`src/design/cdt_pkg.sv`:
```
`timescale 1ns / 1ps
// ----------------------------------------------------------------------------
// cdt_pkg
// shared types, constants and letter functions of the codon translator
// ----------------------------------------------------------------------------
package cdt_pkg;

    localparam int POSITION_WIDTH  = 32;
    localparam int CFG_INDEX_WIDTH = 3;
    localparam int CFG_DATA_WIDTH  = 32;
    localparam int FIFO_DEPTH      = 4;
    localparam int FIFO_PTR_WIDTH  = $clog2(FIFO_DEPTH);
    localparam int TABLE_DEPTH     = 64;
    localparam int TABLE_IDX_WIDTH = $clog2(TABLE_DEPTH);
    localparam int MARK_BEATS      = 5;
    localparam int BEAT_WIDTH      = $clog2(MARK_BEATS);

    localparam logic [7:0] CHAR_X      = 8'h58;
    localparam logic [7:0] CHAR_LPAREN = 8'h28;
    localparam logic [7:0] CHAR_RPAREN = 8'h29;

    localparam logic [2:0] CODE_BAD = 3'd4;

    // configuration register indexes
    localparam logic [CFG_INDEX_WIDTH-1:0] REG_REGION_START   = 3'd0;
    localparam logic [CFG_INDEX_WIDTH-1:0] REG_REGION_END     = 3'd1;
    localparam logic [CFG_INDEX_WIDTH-1:0] REG_FRAME_OFFSET   = 3'd2;
    localparam logic [CFG_INDEX_WIDTH-1:0] REG_REVERSE_STRAND = 3'd3;
    localparam logic [CFG_INDEX_WIDTH-1:0] REG_MARK_MODE      = 3'd4;

    typedef enum logic [1:0] {
        CMD_BASE  = 2'd0,
        CMD_END   = 2'd1,
        CMD_TABLE = 2'd2
    } cmd_t;

    typedef enum logic [1:0] {
        JOB_LOOKUP = 2'd0,
        JOB_BAD    = 2'd1,
        JOB_END    = 2'd2,
        JOB_WRITE  = 2'd3
    } job_kind_t;

    // work handed from the front to the back
    typedef struct packed {
        job_kind_t                  kind;
        logic                       mark;
        logic [TABLE_IDX_WIDTH-1:0] idx;
        logic [7:0]                 c1;   // also the table letter on writes
        logic [7:0]                 c2;
        logic [7:0]                 c3;
    } job_t;

    function automatic logic [7:0] comp_letter(input logic [7:0] c);
        logic [7:0] r;
        begin
            case (c)
                8'h41:   r = 8'h54;  // A -> T
                8'h54:   r = 8'h41;
                8'h47:   r = 8'h43;  // G -> C
                8'h43:   r = 8'h47;
                8'h42:   r = 8'h56;  // B -> V
                8'h56:   r = 8'h42;
                8'h44:   r = 8'h48;  // D -> H
                8'h48:   r = 8'h44;
                8'h4B:   r = 8'h4D;  // K -> M
                8'h4D:   r = 8'h4B;
                default: r = c;
            endcase
            return r;
        end
    endfunction

    function automatic logic [2:0] base_code(input logic [7:0] c);
        logic [7:0] u;
        logic [2:0] r;
        begin
            u = (c inside {[8'h61:8'h7A]}) ? c - 8'd32 : c;
            case (u)
                8'h41:   r = 3'd0;
                8'h43:   r = 3'd1;
                8'h47:   r = 3'd2;
                8'h54:   r = 3'd3;
                8'h55:   r = 3'd3;
                default: r = CODE_BAD;
            endcase
            return r;
        end
    endfunction

endpackage

```
`src/design/cdt_front.sv`:
```
`timescale 1ns / 1ps
// ----------------------------------------------------------------------------
// cdt_front
// config registers, base counting, frame skipping and codon assembly
// ----------------------------------------------------------------------------
module cdt_front (
    input  logic                                 clk,
    input  logic                                 rst_n,
    input  logic                                 in_valid,
    input  logic                                 in_ready,
    input  logic [1:0]                           in_cmd,
    input  logic [7:0]                           in_base_char,
    input  logic [cdt_pkg::TABLE_IDX_WIDTH-1:0]  in_table_index,
    input  logic [7:0]                           in_table_char,
    input  logic                                 cfg_we,
    input  logic [cdt_pkg::CFG_INDEX_WIDTH-1:0]  cfg_index,
    input  logic [cdt_pkg::CFG_DATA_WIDTH-1:0]   cfg_data,
    output logic                                 push,
    output cdt_pkg::job_t                        push_job
);
    import cdt_pkg::*;

    logic [31:0]               region_start_reg;
    logic [31:0]               region_end_reg;
    logic [1:0]                frame_offset_reg;
    logic                      reverse_reg;
    logic                      mark_reg;

    logic [POSITION_WIDTH-1:0] pos_reg, pos_next;
    logic [7:0]                held1_reg, held1_next;
    logic [7:0]                held2_reg, held2_next;
    logic [1:0]                held_cnt_reg, held_cnt_next;
    logic                      halted_reg, halted_next;

    logic                      accept;
    cmd_t                      cmd;
    logic [7:0]                letter;
    logic [1:0]                skip;
    logic [POSITION_WIDTH:0]   first;
    logic [POSITION_WIDTH:0]   rel;
    logic [2:0]                k1, k2, k3;
    logic                      any_bad;

    always_ff @(posedge clk or negedge rst_n)
    begin
        if (!rst_n)
        begin
            region_start_reg <= 32'd1;
            region_end_reg   <= 32'd0;
            frame_offset_reg <= 2'd1;
            reverse_reg      <= 1'b0;
            mark_reg         <= 1'b0;
        end
        else if (cfg_we)
        begin
            case (cfg_index)
                REG_REGION_START:   region_start_reg <= cfg_data[31:0];
                REG_REGION_END:     region_end_reg   <= cfg_data[31:0];
                REG_FRAME_OFFSET:   frame_offset_reg <= cfg_data[1:0];
                REG_REVERSE_STRAND: reverse_reg      <= cfg_data[0];
                REG_MARK_MODE:      mark_reg         <= cfg_data[0];
                default:            ;
            endcase
        end
    end

    always_comb
    begin
        accept = in_valid && in_ready;
        cmd    = cmd_t'(in_cmd);
        letter = reverse_reg ? comp_letter(in_base_char) : in_base_char;
        skip   = (frame_offset_reg == 2'd0) ? 2'd0 : frame_offset_reg - 2'd1;
        first  = {1'b0, (region_start_reg == 32'd0) ? {POSITION_WIDTH{1'b0}}
                                : POSITION_WIDTH'(region_start_reg - 32'd1)}
                 + (POSITION_WIDTH+1)'(skip);
        rel    = {1'b0, pos_reg} - (POSITION_WIDTH+1)'(skip);
        k1     = base_code(held1_reg);
        k2     = base_code(held2_reg);
        k3     = base_code(letter);
        any_bad = (k1 == CODE_BAD) || (k2 == CODE_BAD) || (k3 == CODE_BAD);

        pos_next      = pos_reg;
        held1_next    = held1_reg;
        held2_next    = held2_reg;
        held_cnt_next = held_cnt_reg;
        halted_next   = halted_reg;

        push          = 1'b0;
        push_job.kind = JOB_LOOKUP;
        push_job.mark = mark_reg;
        push_job.idx  = {k1[1:0], k2[1:0], k3[1:0]};
        push_job.c1   = held1_reg;
        push_job.c2   = held2_reg;
        push_job.c3   = letter;

        if (accept)
        begin
            case (cmd)
                CMD_END:
                begin
                    push          = 1'b1;
                    push_job.kind = JOB_END;
                    pos_next      = '0;
                    held1_next    = 8'd0;
                    held2_next    = 8'd0;
                    held_cnt_next = 2'd0;
                    halted_next   = 1'b0;
                end
                CMD_TABLE:
                begin
                    push          = 1'b1;
                    push_job.kind = JOB_WRITE;
                    push_job.idx  = in_table_index;
                    push_job.c1   = in_table_char;
                end
                CMD_BASE:
                begin
                    if (pos_reg != {POSITION_WIDTH{1'b1}})
                    begin
                        pos_next = pos_reg + 1'b1;
                        if (!halted_reg && ({1'b0, pos_reg} >= first))
                        begin
                            case (held_cnt_reg)
                                2'd0:
                                begin
                                    // region end is checked at codon start
                                    if ((region_end_reg != 32'd0) &&
                                        (rel >= (POSITION_WIDTH+1)'(region_end_reg)))
                                        halted_next = 1'b1;
                                    else
                                    begin
                                        held1_next    = letter;
                                        held_cnt_next = 2'd1;
                                    end
                                end
                                2'd1:
                                begin
                                    held2_next    = letter;
                                    held_cnt_next = 2'd2;
                                end
                                default:
                                begin
                                    held_cnt_next = 2'd0;
                                    push          = 1'b1;
                                    push_job.kind = any_bad ? JOB_BAD : JOB_LOOKUP;
                                end
                            endcase
                        end
                    end
                end
                default: ;
            endcase
        end
    end

    always_ff @(posedge clk or negedge rst_n)
    begin
        if (!rst_n)
        begin
            pos_reg      <= '0;
            held1_reg    <= 8'd0;
            held2_reg    <= 8'd0;
            held_cnt_reg <= 2'd0;
            halted_reg   <= 1'b0;
        end
        else
        begin
            pos_reg      <= pos_next;
            held1_reg    <= held1_next;
            held2_reg    <= held2_next;
            held_cnt_reg <= held_cnt_next;
            halted_reg   <= halted_next;
        end
    end

endmodule

```
`src/design/cdt_fifo.sv`:
```
`timescale 1ns / 1ps
// ----------------------------------------------------------------------------
// cdt_fifo
// short job queue between front and back
// ----------------------------------------------------------------------------
module cdt_fifo (
    input  logic          clk,
    input  logic          rst_n,
    input  logic          push,
    input  cdt_pkg::job_t push_job,
    output logic          push_ready,
    input  logic          pop,
    output logic          head_valid,
    output cdt_pkg::job_t head_job
);
    import cdt_pkg::*;

    job_t                    mem_reg [FIFO_DEPTH];
    logic [FIFO_PTR_WIDTH-1:0] wr_reg, wr_next;
    logic [FIFO_PTR_WIDTH-1:0] rd_reg, rd_next;
    logic [FIFO_PTR_WIDTH:0]   cnt_reg, cnt_next;
    logic                      do_push, do_pop;

    always_comb
    begin
        push_ready = (cnt_reg != (FIFO_PTR_WIDTH+1)'(FIFO_DEPTH));
        head_valid = (cnt_reg != '0);
        head_job   = mem_reg[rd_reg];
        do_push    = push && push_ready;
        do_pop     = pop && head_valid;
        wr_next    = do_push ? wr_reg + 1'b1 : wr_reg;
        rd_next    = do_pop ? rd_reg + 1'b1 : rd_reg;
        cnt_next   = cnt_reg + (FIFO_PTR_WIDTH+1)'(do_push)
                             - (FIFO_PTR_WIDTH+1)'(do_pop);
    end

    always_ff @(posedge clk)
    begin
        if (do_push)
            mem_reg[wr_reg] <= push_job;
    end

    always_ff @(posedge clk or negedge rst_n)
    begin
        if (!rst_n)
        begin
            wr_reg  <= '0;
            rd_reg  <= '0;
            cnt_reg <= '0;
        end
        else
        begin
            wr_reg  <= wr_next;
            rd_reg  <= rd_next;
            cnt_reg <= cnt_next;
        end
    end

endmodule

```
`src/design/cdt_back.sv`:
```
`timescale 1ns / 1ps
// ----------------------------------------------------------------------------
// cdt_back
// codon table, lookup, bad codon expansion and output register
// ----------------------------------------------------------------------------
module cdt_back (
    input  logic          clk,
    input  logic          rst_n,
    input  logic          head_valid,
    input  cdt_pkg::job_t head_job,
    output logic          pop,
    output logic          out_valid,
    input  logic          out_ready,
    output logic [7:0]    out_char,
    output logic          out_bad,
    output logic          out_end,
    output logic          out_any_bad,
    output logic          out_last
);
    import cdt_pkg::*;

    logic [7:0]            table_mem [TABLE_DEPTH];
    logic [7:0]            rd_reg;
    job_t                  job_reg;
    logic                  job_valid_reg;
    logic [BEAT_WIDTH-1:0] beat_reg;
    logic                  drop_reg;
    logic                  bad_seen_reg;

    logic                  ov_reg;
    logic [7:0]            char_reg;
    logic                  bad_reg, end_reg, any_reg, last_reg;

    logic                  load_ok;
    logic                  emit;
    logic                  done;
    logic                  emit_fire;
    logic                  job_done;
    logic                  set_drop;
    logic [7:0]            e_char;
    logic                  e_bad, e_end, e_any, e_last;
    logic                  final_beat;

    always_comb
    begin
        load_ok    = !ov_reg || out_ready;
        final_beat = (beat_reg == BEAT_WIDTH'(MARK_BEATS - 1));
        emit       = 1'b0;
        done       = 1'b0;
        set_drop   = 1'b0;
        e_char     = 8'd0;
        e_bad      = 1'b0;
        e_end      = 1'b0;
        e_any      = 1'b0;
        e_last     = 1'b1;

        case (job_reg.kind)
            JOB_LOOKUP:
            begin
                if (drop_reg)
                    done = 1'b1;
                else if (rd_reg == 8'd0)
                begin
                    // empty entry halts the sequence
                    done     = 1'b1;
                    set_drop = 1'b1;
                end
                else
                begin
                    emit   = 1'b1;
                    e_char = rd_reg;
                    done   = load_ok;
                end
            end
            JOB_BAD:
            begin
                if (drop_reg)
                    done = 1'b1;
                else
                begin
                    emit  = 1'b1;
                    e_bad = 1'b1;
                    if (job_reg.mark)
                    begin
                        case (beat_reg)
                            3'd0:    e_char = CHAR_LPAREN;
                            3'd1:    e_char = job_reg.c1;
                            3'd2:    e_char = job_reg.c2;
                            3'd3:    e_char = job_reg.c3;
                            default: e_char = CHAR_RPAREN;
                        endcase
                        e_last = final_beat;
                        done   = load_ok && final_beat;
                    end
                    else
                    begin
                        e_char = CHAR_X;
                        done   = load_ok;
                    end
                end
            end
            JOB_END:
            begin
                emit  = 1'b1;
                e_end = 1'b1;
                e_any = bad_seen_reg;
                done  = load_ok;
            end
            default: done = 1'b1;
        endcase

        emit_fire = job_valid_reg && emit && load_ok;
        job_done  = job_valid_reg && done;
        pop       = head_valid && (!job_valid_reg || job_done);
    end

    // table port: write on table jobs, registered read for every popped job
    always_ff @(posedge clk)
    begin
        if (pop)
        begin
            if (head_job.kind == JOB_WRITE)
                table_mem[head_job.idx] <= head_job.c1;
            rd_reg  <= table_mem[head_job.idx];
            job_reg <= head_job;
        end
    end

    always_ff @(posedge clk or negedge rst_n)
    begin
        if (!rst_n)
        begin
            job_valid_reg <= 1'b0;
            beat_reg      <= '0;
            drop_reg      <= 1'b0;
            bad_seen_reg  <= 1'b0;
            ov_reg        <= 1'b0;
        end
        else
        begin
            if (pop)
            begin
                job_valid_reg <= (head_job.kind != JOB_WRITE);
                beat_reg      <= '0;
            end
            else if (job_done)
                job_valid_reg <= 1'b0;
            else if (emit_fire)
                beat_reg <= beat_reg + 1'b1;

            if (job_valid_reg && set_drop)
                drop_reg <= 1'b1;
            else if (emit_fire && e_end)
                drop_reg <= 1'b0;

            if (emit_fire && e_end)
                bad_seen_reg <= 1'b0;
            else if (emit_fire && e_bad)
                bad_seen_reg <= 1'b1;

            if (emit_fire)
                ov_reg <= 1'b1;
            else if (out_ready)
                ov_reg <= 1'b0;
        end
    end

    always_ff @(posedge clk)
    begin
        if (emit_fire)
        begin
            char_reg <= e_char;
            bad_reg  <= e_bad;
            end_reg  <= e_end;
            any_reg  <= e_any;
            last_reg <= e_last;
        end
    end

    assign out_valid   = ov_reg;
    assign out_char    = char_reg;
    assign out_bad     = bad_reg;
    assign out_end     = end_reg;
    assign out_any_bad = any_reg;
    assign out_last    = last_reg;

endmodule

```
`src/design/codon_translator.sv`:
```
`timescale 1ns / 1ps
// ----------------------------------------------------------------------------
// codon_translator
// streaming nucleotide to amino acid translator with loadable codon table
// ----------------------------------------------------------------------------
// path: queue entry, then job and table read registers, then the output register
// throughput: one input beat per cycle while the queue has space; a marked bad
//   codon holds the back end for five output beats, absorbed by the four-entry job queue
// reset: config registers to defaults, sequence state and queue cleared;
//   the codon table is not cleared and holds garbage until written
module codon_translator (
    input  logic                                clk,
    input  logic                                rst_n,
    // input stream
    input  logic                                s_tvalid,
    output logic                                s_tready,
    input  logic [23:0]                         s_tdata,  // base_char, table_index, table_char
    input  logic [1:0]                          s_tuser,  // cmd
    // output stream
    output logic                                m_tvalid,
    input  logic                                m_tready,
    output logic [7:0]                          m_tdata,  // out_char
    output logic [2:0]                          m_tuser,  // bad_codon, seq_end, any_bad_seen
    output logic                                m_tlast,  // last
    // config writes
    input  logic                                cfg_we,
    input  logic [cdt_pkg::CFG_INDEX_WIDTH-1:0] cfg_index,
    input  logic [cdt_pkg::CFG_DATA_WIDTH-1:0]  cfg_data
);
    import cdt_pkg::*;

    // front to queue
    logic push;
    job_t push_job;
    logic push_ready;

    // queue to back
    logic pop;
    logic head_valid;
    job_t head_job;

    logic out_bad, out_end, out_any_bad;

    // the front never stalls on its own; it only waits for queue space
    assign s_tready = push_ready;

    // front: counts bases, skips to region and frame, builds codons
    cdt_front u_front (
        .clk            (clk),
        .rst_n          (rst_n),
        .in_valid       (s_tvalid),
        .in_ready       (s_tready),
        .in_cmd         (s_tuser),
        .in_base_char   (s_tdata[7:0]),
        .in_table_index (s_tdata[13:8]),
        .in_table_char  (s_tdata[21:14]),
        .cfg_we         (cfg_we),
        .cfg_index      (cfg_index),
        .cfg_data       (cfg_data),
        .push           (push),
        .push_job       (push_job)
    );

    // job queue decouples base intake from letter output
    cdt_fifo u_fifo (
        .clk        (clk),
        .rst_n      (rst_n),
        .push       (push),
        .push_job   (push_job),
        .push_ready (push_ready),
        .pop        (pop),
        .head_valid (head_valid),
        .head_job   (head_job)
    );

    // back: table writes and lookups in job order, halt on empty entry,
    // bad codon expansion and the output register
    cdt_back u_back (
        .clk         (clk),
        .rst_n       (rst_n),
        .head_valid  (head_valid),
        .head_job    (head_job),
        .pop         (pop),
        .out_valid   (m_tvalid),
        .out_ready   (m_tready),
        .out_char    (m_tdata),
        .out_bad     (out_bad),
        .out_end     (out_end),
        .out_any_bad (out_any_bad),
        .out_last    (m_tlast)
    );

    assign m_tuser = {out_any_bad, out_end, out_bad};

endmodule

```
`config.mk`:
```
export PLATFORM = sky130hd
export DESIGN_NAME = codon_translator
export DESIGN_NICKNAME = d
export VERILOG_FILES = /design/src/design/cdt_pkg.sv /design/src/design/cdt_front.sv /design/src/design/cdt_fifo.sv /design/src/design/cdt_back.sv /design/src/design/codon_translator.sv
export SDC_FILE = /design/constraint.sdc
export NUM_CORES = 1
export LEC_CHECK = 0
export BUFFER_PORTS_ARGS = -buffer_cell sky130_fd_sc_hd__buf_2
export CORE_ASPECT_RATIO = 2
export CORE_MARGIN = 2
export CORE_UTILIZATION = 65
export CTS_BUF_LIST = sky130_fd_sc_hd__clkbuf_4 sky130_fd_sc_hd__clkbuf_8
export CTS_CLUSTER_SIZE = 30
export DETAILED_ROUTE_END_ITERATION = 10
export GPL_TIMING_DRIVEN = 0
export PLACE_DENSITY = 0.82
export SLEW_MARGIN = 30
export SYNTH_ARGS = -nofsm -noshare
export SYNTH_HDL_FRONTEND = slang
export SYNTH_SLANG_ARGS = --single-unit
```
`constraint.sdc`:
```
create_clock -name clk -period 7.8 [get_ports clk]
set_input_delay 0 -clock clk [delete_from_list [all_inputs] [get_ports clk]]
set_output_delay 0 -clock clk [all_outputs]
set_load 0.05 [all_outputs]
```
==> results.py <==
metrics = {
    "status": {
        "status": "complete, no violations",
    },
    "layout": {
        "syn_to_final_growth_pct": 14.2,
        "drive_gt1_share_pct": 16.8,
        "nets": 3182,
        "final_cells": 3864,
        "final_util_pct": 74.6,
        "largest_reg_flops": 512,
    },
    "synth": {
        "yosys.area.top_type": "edfxtp_1",
        "ys_ff_latch": 824,
        "synthTopCellsByCount": "691 x edfxtp_1, 295 x nand2_1, 200 x nor2_1",
        "synthArstFlopShare_pct": 16.1,
        "synth.net_count": 2893,
        "ys.flop_type": "edfxtp_1",
        "synth_top_area_share_pct": 56.7,
        "netlist_area_um2": 36600,
        "syn_area_per_cell_um2": 13.4,
        "syn_inst": 2735,
        "synthTopCellsByArea": "edfxtp_1 57%, dfrtp_1 9.0%, ha_1 3.0%",
        "yosysWarnings": 0,
        "synth_edf_count": 691,
        "ys_types": 87,
        "synth-seq-area-share_pct": 65.8,
        "yosysMostFrequentCell": "edfxtp_1",
    },
    "global_route": {
        "grt_pass1_wl_um": 189000,
        "overflow": 0,
        "antenna_found_initial": 10,
        "grt_usage_pct": 47.1,
        "grt_max_degree": 66,
        "first_global_vias": 28200,
    },
    "floorplan": {
        "rows": 123,
        "die_h_um": 340,
        "boundaryPins": 80,
        "core_area_um2": 56000,
        "fp.dieW_um": 172,
        "dieArea_um2": 58400,
        "initial_core_util_pct": 65.4,
    },
    "clock_tree": {
        "clkTransAtPathRegs_ns": 0.08,
        "cts-root-buf": "clkbuf_8",
        "tritoncts": "done",
        "htree_levels": 3,
        "clk_path_buf_depth": 3,
        "clkSinkCount": 824,
        "clk_latency_ns": 0.75,
        "cts_buffers": 105,
    },
    "setup_path": {
        "cp_slowest_cell": "dlygate4sd3_1",
        "crit_required_ns": 8.30,
        "crit_path_max_fanout": 8,
        "crit_path_end_kind": "register",
        "critPathLaunchType": "register",
        "critical_path_class": "register to register",
        "crit_top_cell": "buf_4",
        "critPathMaxStageDelay_ns": 0.58,
        "arrival_ns": 8.19,
        "rr_worst_depth": 30,
    },
    "drt": {
        "vias": 27400,
        "drc_errors": 0,
        "viasPerCell": 7.09,
        "ant_nets": 0,
        "dr.pass1.iters": 10,
        "drt-wirelength-per-cell_um": 34.9,
        "routed_wirelength_um": 135000,
        "drt_iter0_markers": 3588,
    },
    "run": {
        "maxCapViolations": 0,
    },
    "power": {
        "p_leak_nw": 14.9,
        "p_per_area_nw_per_um2": 374,
        "vdd_ir_drop_max_mv": 0.235,
    },
    "placed_design": {
        "place_congestion": 1.06,
        "dp_cells": 3581,
        "port-buffer-count": 77,
        "post-dp-hpwl_um": 95400,
    },
    "timing": {
        "setup_tns_ns": 0,
        "slew_headroom_pct": 23.8,
        "skew_ns": 0.0364,
        "drv_slew": 0,
        "holdWs_ns": 0.0270,
        "setup_violations": 0,
        "finalCriticalPeriod_ns": 7.69,
        "finalHoldViolations": 0,
        "max_freq_ghz": 0.130,
        "fin_crit_sh_pct": 98.6,
        "tightest_slew_ns": 1.14,
    },
    "min_path": {
        "min_path_cells": 4,
        "hp-class": "input pin to register",
    },
}
-- final timing paths --
| path | start | to | slack [ns] |
|---|---|---|---|
| worst max-delay path | u_front.region_start_reg[1]$_DFFE_PN0P_ | u_fifo.mem_reg[2][31]$_DFFE_PP_ | 0.11 |
| worst min-delay path | cfg_data[25] | u_front.region_start_reg[25]$_DFFE_PN0P_ | 0.03 |
| worst max register to register | u_front.region_start_reg[1]$_DFFE_PN0P_ | u_fifo.mem_reg[2][31]$_DFFE_PP_ | 0.11 |
| worst min register to register | u_back.bad_seen_reg$_DFFE_PN0P_ | u_back.bad_seen_reg$_DFFE_PN0P_ | 0.51 |
| max in group asynchronous | rst_n | u_front.frame_offset_reg[0]$_DFFE_PN1P_ | 6.76 |
| min in group asynchronous | rst_n | u_front.pos_reg[30]$_DFFE_PN0P_ | 0.34 |
-- power by group --
group          internal [mW]  switching [mW]  total [mW]
registers               5.72           0.245        5.96
logic                   1.59            4.46        6.05
clock network           1.95            1.66        3.61
-- metrics by stage --
stage / instance area, µm² / power, mW / setup WS [ns]
finish: 41800 / 15.6 / 0.110
global route: 41800 / 15.9 / -0.116
CTS: 41500 / 15.1 / 0.0155
detailed placement: 38400 / 11.5 / -1.23
global placement: 37900 / 11.2 / -3.60
floorplan: 36600 / 8.90 / 1.19
-- cell usage in the layout (no fill, tap or decap), drive strengths merged, types with 39 or more instances in the layout --
master and n:
edfxtp 691, nand2 295, clkbuf 255, nor2 200, buf 146, dfrtp 131
a21oi 116, o21ai 104, ha 89, a22oi 84, inv 81, a221oi 64
dlygate4sd3 63, xor2 52, nor3 49, nand3 47, nor4 47, mux4 46
xnor2 44, mux2 42, nand4 40, a22o 39
-- repair_timing --
action	CTS	global route
pin swaps	3	4
endpoints found under the setup margin	160	142
endpoints found under the hold margin	286	0
gates resized for setup	5	7
buffers inserted	6	12
hold buffers	64	0
gates cloned	0	0
-- layout make-up --
type	count	area, µm²
fill	3590	14200
sequential	824	24100
antenna	5	12.5
timing repair buffer	183	1550
inverter	76	285
clock inverter	62	733
multi-input combinational	1683	11900
buffer	151	657
tap	750	938
clock buffer	130	1660
-- routing by layer --
layer	up-vias	GRT usage [%]	share of wire [%]
met4	8	54.4	15
li1	11100	-	-
met2	2166	77.7	49
met5	-	0	0.044
met1	13200	40.8	26
met3	971	14.6	9.7
-- worst max-delay path, delay by kind of cell (launching register included) --
| kind | cells | cell delay (ns) |
|---|---|---|
| and+or+nand+nor | 13 | 2.51 |
| buffers and inverters | 7 | 1.71 |
| AOI/OAI and AO/OA | 6 | 1.46 |
| adders and majority gates | 3 | 0.90 |
| DFF | 1 | 0.52 |
| muxes | 1 | 0.31 |
-- cells by family after synthesis --
logic type / after synthesis / synth area share, %
muxes: 117 / 4.92
DFF: 824 / 65.8
xor gates and xnor gates: 96 / 2.30
buffers and inverters: 228 / 2.45
and+or+nand+nor: 814 / 10.7
AOI/OAI and AO/OA: 563 / 10.6
adders and majority gates: 93 / 3.23
(Power assumes the default switching activity.)
